<file path="src/rtl/psic_pkg.sv">
// Package for the primitive survivor intersection counter.
// Widths, counter codes, the shared-unit request/response types and helper functions.
// No dependencies.
package psic_pkg;

  localparam int WORD_BITS     = 32;
  localparam int MAX_LOG_WIDTH = 16;
  localparam int CNT_BITS      = 48;
  localparam int LOG_W         = 5;
  localparam int BIT_W         = $clog2(WORD_BITS);
  localparam int POS_W         = WORD_BITS + BIT_W;
  localparam int OFF_W         = MAX_LOG_WIDTH;
  localparam int GCD_W         = 32;
  localparam int PCNT_W        = $clog2(WORD_BITS + 1);
  localparam int N_CNT         = 6;

  // counter slots
  localparam int C_A    = 0;
  localparam int C_B    = 1;
  localparam int C_BOTH = 2;
  localparam int P_A    = 3;
  localparam int P_B    = 4;
  localparam int P_BOTH = 5;

  typedef logic [CNT_BITS-1:0]  cnt_t;
  typedef logic [WORD_BITS-1:0] word_t;

  typedef struct packed {
    logic             start;
    logic [GCD_W-1:0] a;
    logic [GCD_W-1:0] b;
  } gcd_req_t;

  typedef struct packed {
    logic done;
    logic prim;
  } gcd_rsp_t;

  function automatic logic [PCNT_W-1:0] popcnt(input word_t w);
    logic [PCNT_W-1:0] n;
    n = '0;
    for (int k = 0; k < WORD_BITS; k++) begin
      n = n + PCNT_W'(w[k]);
    end
    return n;
  endfunction

  function automatic cnt_t sat_add(input cnt_t c, input logic [PCNT_W-1:0] n);
    logic [CNT_BITS:0] s;
    s = {1'b0, c} + (CNT_BITS+1)'(n);
    return s[CNT_BITS] ? {CNT_BITS{1'b1}} : s[CNT_BITS-1:0];
  endfunction

endpackage

</file>
<file path="src/rtl/psic_gcd.sv">
// Iterative binary gcd unit: answers whether gcd(a, b) equals one.
// One shift or one compare-and-subtract per cycle. Uses psic_pkg.
module psic_gcd (
  input  logic               clk,
  input  logic               rst_n,
  input  psic_pkg::gcd_req_t req,
  output psic_pkg::gcd_rsp_t rsp
);
  import psic_pkg::*;

  logic             busy_r, busy_nxt;
  logic [GCD_W-1:0] a_r, a_nxt;
  logic [GCD_W-1:0] b_r, b_nxt;

  always_comb begin
    rsp      = '0;
    busy_nxt = busy_r;
    a_nxt    = a_r;
    b_nxt    = b_r;
    if (busy_r) begin
      if (a_r == '0 || b_r == '0) begin
        // gcd(x, 0) = x
        rsp.done = 1'b1;
        rsp.prim = ((a_r | b_r) == GCD_W'(1));
        busy_nxt = 1'b0;
      end else if (!a_r[0] && !b_r[0]) begin
        // common factor two; only possible on the first step
        rsp.done = 1'b1;
        busy_nxt = 1'b0;
      end else if (!a_r[0]) begin
        a_nxt = a_r >> 1;
      end else if (!b_r[0]) begin
        b_nxt = b_r >> 1;
      end else if (a_r == b_r) begin
        rsp.done = 1'b1;
        rsp.prim = (a_r == GCD_W'(1));
        busy_nxt = 1'b0;
      end else if (a_r > b_r) begin
        a_nxt = a_r - b_r;
      end else begin
        b_nxt = b_r - a_r;
      end
    end
    if (req.start) begin
      a_nxt    = req.a;
      b_nxt    = req.b;
      busy_nxt = 1'b1;
    end
  end

  always_ff @(posedge clk) begin
    if (!rst_n) begin
      busy_r <= 1'b0;
    end else begin
      busy_r <= busy_nxt;
    end
    a_r <= a_nxt;
    b_r <= b_nxt;
  end

  a_start_idle: assert property (@(posedge clk) disable iff (!rst_n)
    req.start |-> !busy_r) else $error("gcd started while busy");

  a_done_busy: assert property (@(posedge clk) disable iff (!rst_n)
    rsp.done |-> busy_r) else $error("gcd done without a job");

  a_keep_busy: assert property (@(posedge clk) disable iff (!rst_n)
    busy_r && !rsp.done |=> busy_r) else $error("gcd dropped a job");

endmodule

</file>
<file path="src/rtl/primitive_survivor_intersection_count_core.sv">
// Top level of the primitive survivor intersection counter.
// Sequencer, counters and output register; instantiates psic_gcd. Uses psic_pkg.
//
// Usage:
//   Input channel (in_valid/in_ready) takes one beat per pair of 32-bit survivor
//   words, side A and side B, in position order. in_start_of_run clears the word
//   index and all six counters before that beat is counted.
//   Output channel (out_valid/out_ready) returns one beat per input beat with the
//   running word count and the six 48-bit saturating totals.
//   cfg_we/cfg_wdata write log_i (log2 of row width, 0 disables the gcd filter);
//   write it only while the block is idle.
//   Timing: the popcounts are added in the accept cycle. With log_i = 0 the scan
//   state goes straight to the done state, which sets out_valid. Otherwise a scan visits
//   the 32 bit positions, one per cycle while no gcd run holds it, and each set bit of A|B
//   waits in the gcd state for the answer of the shared binary gcd unit (one shift or
//   subtract per cycle); the done state then loads the output register and sets out_valid.
//   in_ready is high only while the sequencer is idle; an unread result sits in
//   the output register while the next beat is accepted and processed.
//   If the receiver stalls, the finished totals wait until the register is free.
//   Reset (rst_n low, synchronous) clears log_i, the word index and the counters.
module primitive_survivor_intersection_count_core (
  input  logic                           clk,
  input  logic                           rst_n,
  input  logic                           cfg_we,
  input  logic [psic_pkg::LOG_W-1:0]     cfg_wdata,
  input  logic                           in_valid,
  output logic                           in_ready,
  input  logic [psic_pkg::WORD_BITS-1:0] in_side_a_word,
  input  logic [psic_pkg::WORD_BITS-1:0] in_side_b_word,
  input  logic                           in_start_of_run,
  output logic                           out_valid,
  input  logic                           out_ready,
  output logic [psic_pkg::WORD_BITS-1:0] out_words_seen,
  output logic [psic_pkg::CNT_BITS-1:0]  out_count_a,
  output logic [psic_pkg::CNT_BITS-1:0]  out_count_b,
  output logic [psic_pkg::CNT_BITS-1:0]  out_count_both,
  output logic [psic_pkg::CNT_BITS-1:0]  out_primitive_a,
  output logic [psic_pkg::CNT_BITS-1:0]  out_primitive_b,
  output logic [psic_pkg::CNT_BITS-1:0]  out_primitive_both
);
  import psic_pkg::*;

  localparam logic [1:0] S_IDLE = 2'd0;
  localparam logic [1:0] S_SCAN = 2'd1;
  localparam logic [1:0] S_GCD  = 2'd2;
  localparam logic [1:0] S_DONE = 2'd3;

  logic [1:0]       state_r, state_nxt;
  logic [LOG_W-1:0] log_i_r, log_i_nxt;
  logic [LOG_W-1:0] lg_r, lg_nxt;
  logic [BIT_W-1:0] bit_r, bit_nxt;
  word_t            wa_r, wa_nxt;
  word_t            wb_r, wb_nxt;
  word_t            wi_r, wi_nxt;
  cnt_t             cnt_r [N_CNT];
  cnt_t             cnt_nxt [N_CNT];
  logic             out_valid_r, out_valid_nxt;
  word_t            out_words_r, out_words_nxt;
  cnt_t             out_cnt_r [N_CNT];
  cnt_t             out_cnt_nxt [N_CNT];

  gcd_req_t         gcd_req;
  gcd_rsp_t         gcd_rsp;

  word_t            mask_or;
  logic [LOG_W-1:0] lg_clamp;
  logic [POS_W-1:0] pos;
  logic [POS_W-1:0] pos_shr;
  logic [OFF_W-1:0] off;
  logic [OFF_W-1:0] half;
  logic [OFF_W-1:0] ai;
  word_t            wi_inc;
  cnt_t             base [N_CNT];
  word_t            wi_base;

  psic_gcd u_gcd (
    .clk   (clk),
    .rst_n (rst_n),
    .req   (gcd_req),
    .rsp   (gcd_rsp)
  );

  assign mask_or  = wa_r | wb_r;
  assign lg_clamp = (log_i_r > LOG_W'(MAX_LOG_WIDTH)) ? LOG_W'(MAX_LOG_WIDTH) : log_i_r;

  // position of the current bit and its (i, j) mapping
  assign pos     = {wi_r, bit_r};
  assign pos_shr = pos >> lg_r;
  assign off     = pos[OFF_W-1:0] & ~({OFF_W{1'b1}} << lg_r);
  assign half    = OFF_W'(1) << (lg_r - LOG_W'(1));
  assign ai      = (off >= half) ? (off - half) : (half - off);
  assign wi_inc  = (wi_r != {WORD_BITS{1'b1}}) ? (wi_r + WORD_BITS'(1)) : wi_r;

  assign in_ready = (state_r == S_IDLE);
  assign wi_base  = in_start_of_run ? '0 : wi_r;

  always_comb begin
    for (int k = 0; k < N_CNT; k++) begin
      base[k] = in_start_of_run ? '0 : cnt_r[k];
    end
  end

  always_comb begin
    state_nxt     = state_r;
    log_i_nxt     = log_i_r;
    lg_nxt        = lg_r;
    bit_nxt       = bit_r;
    wa_nxt        = wa_r;
    wb_nxt        = wb_r;
    wi_nxt        = wi_r;
    cnt_nxt       = cnt_r;
    out_valid_nxt = out_valid_r;
    out_words_nxt = out_words_r;
    out_cnt_nxt   = out_cnt_r;
    gcd_req.start = 1'b0;
    gcd_req.a     = GCD_W'(ai);
    gcd_req.b     = GCD_W'(pos_shr[WORD_BITS-1:0]);

    if (cfg_we) begin
      log_i_nxt = cfg_wdata;
    end
    if (out_valid_r && out_ready) begin
      out_valid_nxt = 1'b0;
    end

    case (state_r)
      S_IDLE: begin
        if (in_valid) begin
          wa_nxt          = in_side_a_word;
          wb_nxt          = in_side_b_word;
          lg_nxt          = lg_clamp;
          bit_nxt         = '0;
          wi_nxt          = wi_base;
          cnt_nxt         = base;
          cnt_nxt[C_A]    = sat_add(base[C_A], popcnt(in_side_a_word));
          cnt_nxt[C_B]    = sat_add(base[C_B], popcnt(in_side_b_word));
          cnt_nxt[C_BOTH] = sat_add(base[C_BOTH], popcnt(in_side_a_word & in_side_b_word));
          state_nxt       = S_SCAN;
        end
      end
      S_SCAN: begin
        if (lg_r == '0) begin
          state_nxt = S_DONE;
        end else if (mask_or[bit_r]) begin
          gcd_req.start = 1'b1;
          state_nxt     = S_GCD;
        end else if (bit_r == BIT_W'(WORD_BITS-1)) begin
          state_nxt = S_DONE;
        end else begin
          bit_nxt = bit_r + BIT_W'(1);
        end
      end
      S_GCD: begin
        if (gcd_rsp.done) begin
          if (gcd_rsp.prim) begin
            cnt_nxt[P_A]    = sat_add(cnt_r[P_A], PCNT_W'(wa_r[bit_r]));
            cnt_nxt[P_B]    = sat_add(cnt_r[P_B], PCNT_W'(wb_r[bit_r]));
            cnt_nxt[P_BOTH] = sat_add(cnt_r[P_BOTH], PCNT_W'(wa_r[bit_r] & wb_r[bit_r]));
          end
          if (bit_r == BIT_W'(WORD_BITS-1)) begin
            state_nxt = S_DONE;
          end else begin
            bit_nxt   = bit_r + BIT_W'(1);
            state_nxt = S_SCAN;
          end
        end
      end
      S_DONE: begin
        // wait for the output register to be free
        if (!out_valid_r || out_ready) begin
          wi_nxt        = wi_inc;
          out_words_nxt = wi_inc;
          out_cnt_nxt   = cnt_r;
          out_valid_nxt = 1'b1;
          state_nxt     = S_IDLE;
        end
      end
      default: begin
        state_nxt = S_IDLE;
      end
    endcase
  end

  always_ff @(posedge clk) begin
    if (!rst_n) begin
      state_r     <= S_IDLE;
      log_i_r     <= '0;
      wi_r        <= '0;
      out_valid_r <= 1'b0;
      for (int k = 0; k < N_CNT; k++) begin
        cnt_r[k] <= '0;
      end
    end else begin
      state_r     <= state_nxt;
      log_i_r     <= log_i_nxt;
      wi_r        <= wi_nxt;
      out_valid_r <= out_valid_nxt;
      cnt_r       <= cnt_nxt;
    end
    lg_r        <= lg_nxt;
    bit_r       <= bit_nxt;
    wa_r        <= wa_nxt;
    wb_r        <= wb_nxt;
    out_words_r <= out_words_nxt;
    out_cnt_r   <= out_cnt_nxt;
  end

  assign out_valid          = out_valid_r;
  assign out_words_seen     = out_words_r;
  assign out_count_a        = out_cnt_r[C_A];
  assign out_count_b        = out_cnt_r[C_B];
  assign out_count_both     = out_cnt_r[C_BOTH];
  assign out_primitive_a    = out_cnt_r[P_A];
  assign out_primitive_b    = out_cnt_r[P_B];
  assign out_primitive_both = out_cnt_r[P_BOTH];

  a_accept_busy: assert property (@(posedge clk) disable iff (!rst_n)
    in_valid && in_ready |=> state_r == S_SCAN) else $error("beat accepted but no scan");

  a_gcd_state: assert property (@(posedge clk) disable iff (!rst_n)
    gcd_rsp.done |-> state_r == S_GCD) else $error("gcd answer outside gcd wait");

  a_words_nz: assert property (@(posedge clk) disable iff (!rst_n)
    out_valid |-> out_words_seen != '0) else $error("result with zero word count");

  a_prim_le: assert property (@(posedge clk) disable iff (!rst_n)
    out_valid |-> out_primitive_a <= out_count_a && out_primitive_b <= out_count_b &&
                  out_primitive_both <= out_primitive_a)
    else $error("primitive count exceeds total");

endmodule

</file>
<file path="config.mk">
export PLATFORM = sky130hd
export DESIGN_NAME = primitive_survivor_intersection_count_core
export DESIGN_NICKNAME = d
export VERILOG_FILES = /design/src/rtl/psic_pkg.sv /design/src/rtl/psic_gcd.sv /design/src/rtl/primitive_survivor_intersection_count_core.sv
export SDC_FILE = /design/constraint.sdc
export NUM_CORES = 2
export LEC_CHECK = 0
export ABC_AREA = 1
export BUFFER_PORTS_ARGS = -buffer_cell sky130_fd_sc_hd__buf_2
export CAP_MARGIN = 25
export CORE_MARGIN = 4
export CORE_UTILIZATION = 50
export CTS_BUF_LIST = sky130_fd_sc_hd__clkbuf_8 sky130_fd_sc_hd__clkbuf_16
export DETAILED_ROUTE_END_ITERATION = 10
export GPL_TIMING_DRIVEN = 0
export PLACE_DENSITY_LB_ADDON = 0.25
export SLEW_MARGIN = 20
export SYNTH_ARGS = -nofsm -noshare
export SYNTH_HDL_FRONTEND = slang
export SYNTH_SLANG_ARGS = --single-unit
</file>
<file path="constraint.sdc">
create_clock -name clk -period 11.95 [get_ports clk]
set_clock_uncertainty 0.2 [all_clocks]
set_input_delay 2.39 -clock clk [delete_from_list [all_inputs] [get_ports clk]]
set_output_delay 2.39 -clock clk [all_outputs]
set_load 0.02 [all_outputs]
</file>
# Word level (Yosys, flattened, before mapping)
# Cells that the tools add are included.
# Widths: inputs -> output; s select.
# totals
regBits,787
word_cells,277
# classes
n_addsub,106
n_lt_le_gt_ge,4
eq_ne,26
n_shift,3
n_mux,76
n_bitwise,8
reduce_logical,27
# op_table
op,n
$mux 32,16
$mux 48,10
$add 6x1->6,78
$mux 144,3
$pmux 144 s2,1
$add 48x1->49,3
$add 48x6->49,3
$mux 16,5
$eq 32x1->1 const B,2
$logic_not 32->1,2
$or 32x32->32,2
$pmux 32 s2,1
$sub 32x32->32,2
$shr 37x5->32,1
$add 32x1->32 const B,1
$and 32x32->32,1
$eq 32x32->1,1
$gt 32x32->1,1
$ne 32x32->1 const B,1
$sub 16x16->16,2
$mux 5,5
$mux 2,12
$ne 2x2->1 const B,11
$add 5x1->6,3
37 further kinds,83

# Logic depth before layout (Yosys ltp)
# depth
depth_word,34
mapped_depth,30
ltp_nobuf,25

# By module
# Synthesis repeated with hierarchy kept, for this count alone.
# hier_totals
cells_unflattened,6729
hier_area_um2,50774.9
# by_module_without_submodules
module,instances,cells_per_inst,area_each_um2,seq_area_each_um2
primitive_survivor_intersection_count_core,1,5420,42115.4,18397.6
psic_gcd,1,1309,8659.6,1941.9

# Least setup slack after synthesis
# OpenSTA, ideal clock, no wires.
# synth_timing
path_type,in2reg
startpoint,input port out_ready
endpoint,"register out_cnt_r (netlist bit out_count_a[0]), enable pin"
setup_time_ns,0.671
t_arrival_ns,8.734
path_slack_ns,2.345
cell_stages,4
path_cell_list,inv_1 -> nand2_1 -> nand2_1 -> inv_1
# synth_between
elab_chain_cells,2
# synth_lines
element,line,rtl
"start, declared",primitive_survivor_intersection_count_core.sv:32,"input logic out_ready,"
$logic_or 1x1->1,primitive_survivor_intersection_count_core.sv:170,if (!out_valid_r || out_ready) begin
$reduce_and 2->1 (no source line),-,
"end signal, assigned",primitive_survivor_intersection_count_core.sv:205,out_cnt_r <= out_cnt_nxt;
"end, declared",primitive_survivor_intersection_count_core.sv:59,cnt_t out_cnt_r [N_CNT];
# No other way between the ends.
# A chain may end at the register's enable or synchronous reset.

# Worst setup path in the final report
# layout_timing
startpoint,input port in_start_of_run
endpoint,register cnt_r[179] (netlist bit)
# layout_between
elab_chain_cells,3
# layout_lines
element,line,rtl
"start, declared",primitive_survivor_intersection_count_core.sv:30,"input logic in_start_of_run,"
$mux 48,primitive_survivor_intersection_count_core.sv:99,base[k] = in_start_of_run ? '0 : cnt_r[k];
$add 48x6->49,psic_pkg.sv:50,"s = {1'b0, c} + (CNT_BITS+1)'(n);"
$mux 48,psic_pkg.sv:51,return s[CNT_BITS] ? {CNT_BITS{1'b1}} : s[CNT_BITS-1:0];
"end signal, assigned",primitive_survivor_intersection_count_core.sv:198,cnt_r <= cnt_nxt;
"end, declared",primitive_survivor_intersection_count_core.sv:55,cnt_t cnt_r [N_CNT];
# No other way between the ends.

==> metrics.cfg <==
[floorplanning]
floorplan.die_area_um2=108500
dieHeight_um=329.4
initial_standard_cell_utilization_of_the_core_pct=50.54
chipWidth_um=329.4
core_region_area_um2=102200
io_pins=397
placement_rows=117

[grt]
global_route_wire_length_before_repair_um=298500
vias_in_the_first_global_route=47650
groute.usage.overall_pct=36.39
pin_count_of_the_biggest_net_entering_global_routing=100
globalRouteOverflowTotal=0
grt_antenna_before_repair=5

[timing]
rsz0062_at_grt=false
final_min_period_over_clock_period_pct=84.59
tightestPinTransition_ps=1161
slew_viol_final=0
hold_viol=0
slew_headroom_pct=22.60
finalWorstPathRequiredPeriod_ps=10110
setup_viol=0
maxClockFrequency_mhz=98.92

[critical_path]
cp-start-kind=input port
cp_data_arrival_time_ps=10480
cp.depth=27
setup.reg_to_reg.worst_slack_ps=5440
cpPeakStageDelay_ps=840
r2r_end=cnt_r[179]$_SDFFE_PN0P_
cp_top_family=adder cells
r2r-start=cnt_r[144]$_SDFFE_PN0P_
critical_path.most_common_cell=fa_1
critical_path_peak_fanout=10
crit_path_start=in_start_of_run
worst_setup_path_end_kind=flip-flop
required_ps=12320
timing.setup.critical_path_class=in -> reg
cell_count_of_the_worst_reg_to_reg_path=21
path_buf_inv=9
crit_path_end=cnt_r[179]$_SDFFE_PN0P_
cp_slowest_cell=clkbuf_1

[finish]
num-fill-cells=9875
final_core_utilization_pct=57.27
drive_gt1_share_pct=11.56
most_common_cell_after_layout_fill_and_taps_aside=nand2_1
finalNonFillerCells=8913
final_net_count=7809
layout_common_cells=nand2_1, nor2_1, inv_1
areaGrowthSynthToFinish_pct=13.33

[cts]
cts_num_sinks=787
tritoncts.num_buffers=90
cts-htree-levels=3
tritoncts=yes
cts_root_buf=clkbuf_16
cts.path.max_buffers=3
insertion_delay_ps=690
post_cts_resized=0
clk_pin_slew_worst_paths_ps=60
holdBufCountCts=0
post_cts.repair.setup_buffers=0

[logic_synthesis]
syn-num-nets=7314
synth_flop_type=edfxtp_1
synth.ff_latch_count=787
synth_sequential_area_ratio_pct=39.08
mappedNetlistArea_um2=51640
post_synth.cell_area_avg_um2=7.407
post_synth_inst_count=6972
synth_edf_count=442
synthArstFlopShare_pct=0
netlist-cell-type-count=70
yosysWarningCount=0

[route]
wirelength_um=203100
route.detailed.drc=0
drt_iter0_drc=5622
routed_vias=50970
drtAntennaViolNets=0
vias_per_cell=5.718
drt_pass1_iterations=10
wl_per_cell_um=22.78

[run]
cap_viol_max_count=0

[outcome]
run_status=completed

[pwr]
power_density_nw_per_um2=268.0
p_leak_uw=0.02465
finalPower_uw=15680
power.ir.vdd_worst_uv=144.3

[place]
gp_routability_congestion=1.057
port-buffer-count=395
detailed_place_hpwl_um=161100
placed_cells=8742

[worst_hold_path]
hold_path.class=reg -> reg
hold-path-cell-count=0

==> worst min-delay path by stage <==
stage,startpoint,end,slack (ps)
2_1_floorplan,cnt_r[79]$_SDFFE_PN0P_,out_primitive_b[31]$_DFFE_PP_,210
5_1_grt,cnt_r[79]$_SDFFE_PN0P_,out_primitive_b[31]$_DFFE_PP_,250
4_1_cts,cnt_r[79]$_SDFFE_PN0P_,out_primitive_b[31]$_DFFE_PP_,240
3_3_place_gp,cnt_r[79]$_SDFFE_PN0P_,out_primitive_b[31]$_DFFE_PP_,220
6_report,cnt_r[79]$_SDFFE_PN0P_,out_primitive_b[31]$_DFFE_PP_,240
3_5_place_dp,cnt_r[79]$_SDFFE_PN0P_,out_primitive_b[31]$_DFFE_PP_,220
==> Yosys cell counts (28+ instances only) <==
master	instances	share of area [%]
nor3_1	119	1.2
buf_6	31	0.68
edfxtp_1	442	26
or2_2	29	0.35
buf_2	47	0.46
nor2_4	28	0.61
nand4_1	111	1.3
o21ai_0	415	4.0
nand3_1	496	4.8
fa_1	82	3.2
inv_1	805	5.9
xor2_1	149	2.5
a31oi_1	40	0.48
nand2_2	34	0.41
clkbuf_1	142	1.0
ha_1	185	4.5
xnor2_1	54	0.92
nor2_2	47	0.57
nand2_1	1676	12
dfxtp_1	345	13
a21oi_1	419	4.1
nor2_1	924	6.7
==> power breakdown <==
group / switching (uW) / internal, uW / leakage, uW
registers: 798 / 3720 / 0.00698
logic: 5740 / 2580 / 0.0161
clock network: 1200 / 1640 / 0.00156
==> worst register-to-register path, cell delays in order (launching register included) <==
cell	delay, ps
dfxtp_1	380
nand2_1	110
fa_1	560
fa_1	520
fa_1	510
fa_1	520
fa_1	550
inv_1	60
fa_1	500
fa_1	480
fa_1	430
nand3_1	100
nand2_1	160
nand2_2	160
nand2_1	130
nand2_2	140
nor3_2	70
nand4_1	260
buf_2	320
nand4_1	130
nand2_1	100
inv_1	40
==> stage by stage <==
step	instance area [um^2]	hold WS (ps)	TNS [ps]	setup WS, ps
after detailed placement	55490	220.4	0	1177
after global routing	58520	249.8	0	1602
after floorplan	51640	206.4	0	2345
after CTS	58510	238.5	0	1878
final	58520	238.4	0	1841
after global placement	55330	216.7	-283520	-939.7
==> sequential cells by signal (all words and copies together) (netlist names), 32 cells and up <==
signal	count
out_words_seen	32
out_count_a	48
out_count_both	48
wi_r	32
cnt_r	288
wa_r	32
out_primitive_both	48
out_primitive_a	48
out_count_b	48
u_gcd.a_r	32
u_gcd.b_r	32
wb_r	32
out_primitive_b	48
==> cells by family after synthesis <==
group	count (synthesis)	synth area share, %
AO/OA/AOI/OAI	1040	10.96
XOR/XNOR	203	3.443
adder cells (fa/ha/maj)	267	7.661
buffers and inverters	1094	8.766
flip-flops	787	39.08
multiplexers	17	0.3295
AND/OR/NAND/NOR	3564	29.77
==> layer usage <==
layer,vias to the layer above,part of all wire [%],wire length [um],GRT usage (%)
li1,23850,-,-,-
met1,24080,41,84040,49.55
met2,2605,44,90330,57.45
met3,438,9.4,19000,6.054
met4,0,4.8,9691,15.68
met5,-,0,0,0
==> area by class of cell <==
type                    count  area, um^2  share of cell area, %
flip-flops and latches    787       20180                  34.48
multi-input cells        5091       26940                  46.03
clock inverters            66       586.8                  1.003
diodes                      2       5.005               0.008552
clock buffers             102        2440                  4.169
inverters                 832        3138                  5.362
repair buffers            403        2123                  3.628
plain buffers             262        1401                  2.394
well taps                1368        1712                  2.925
Power figures use the tool's default switching activity.
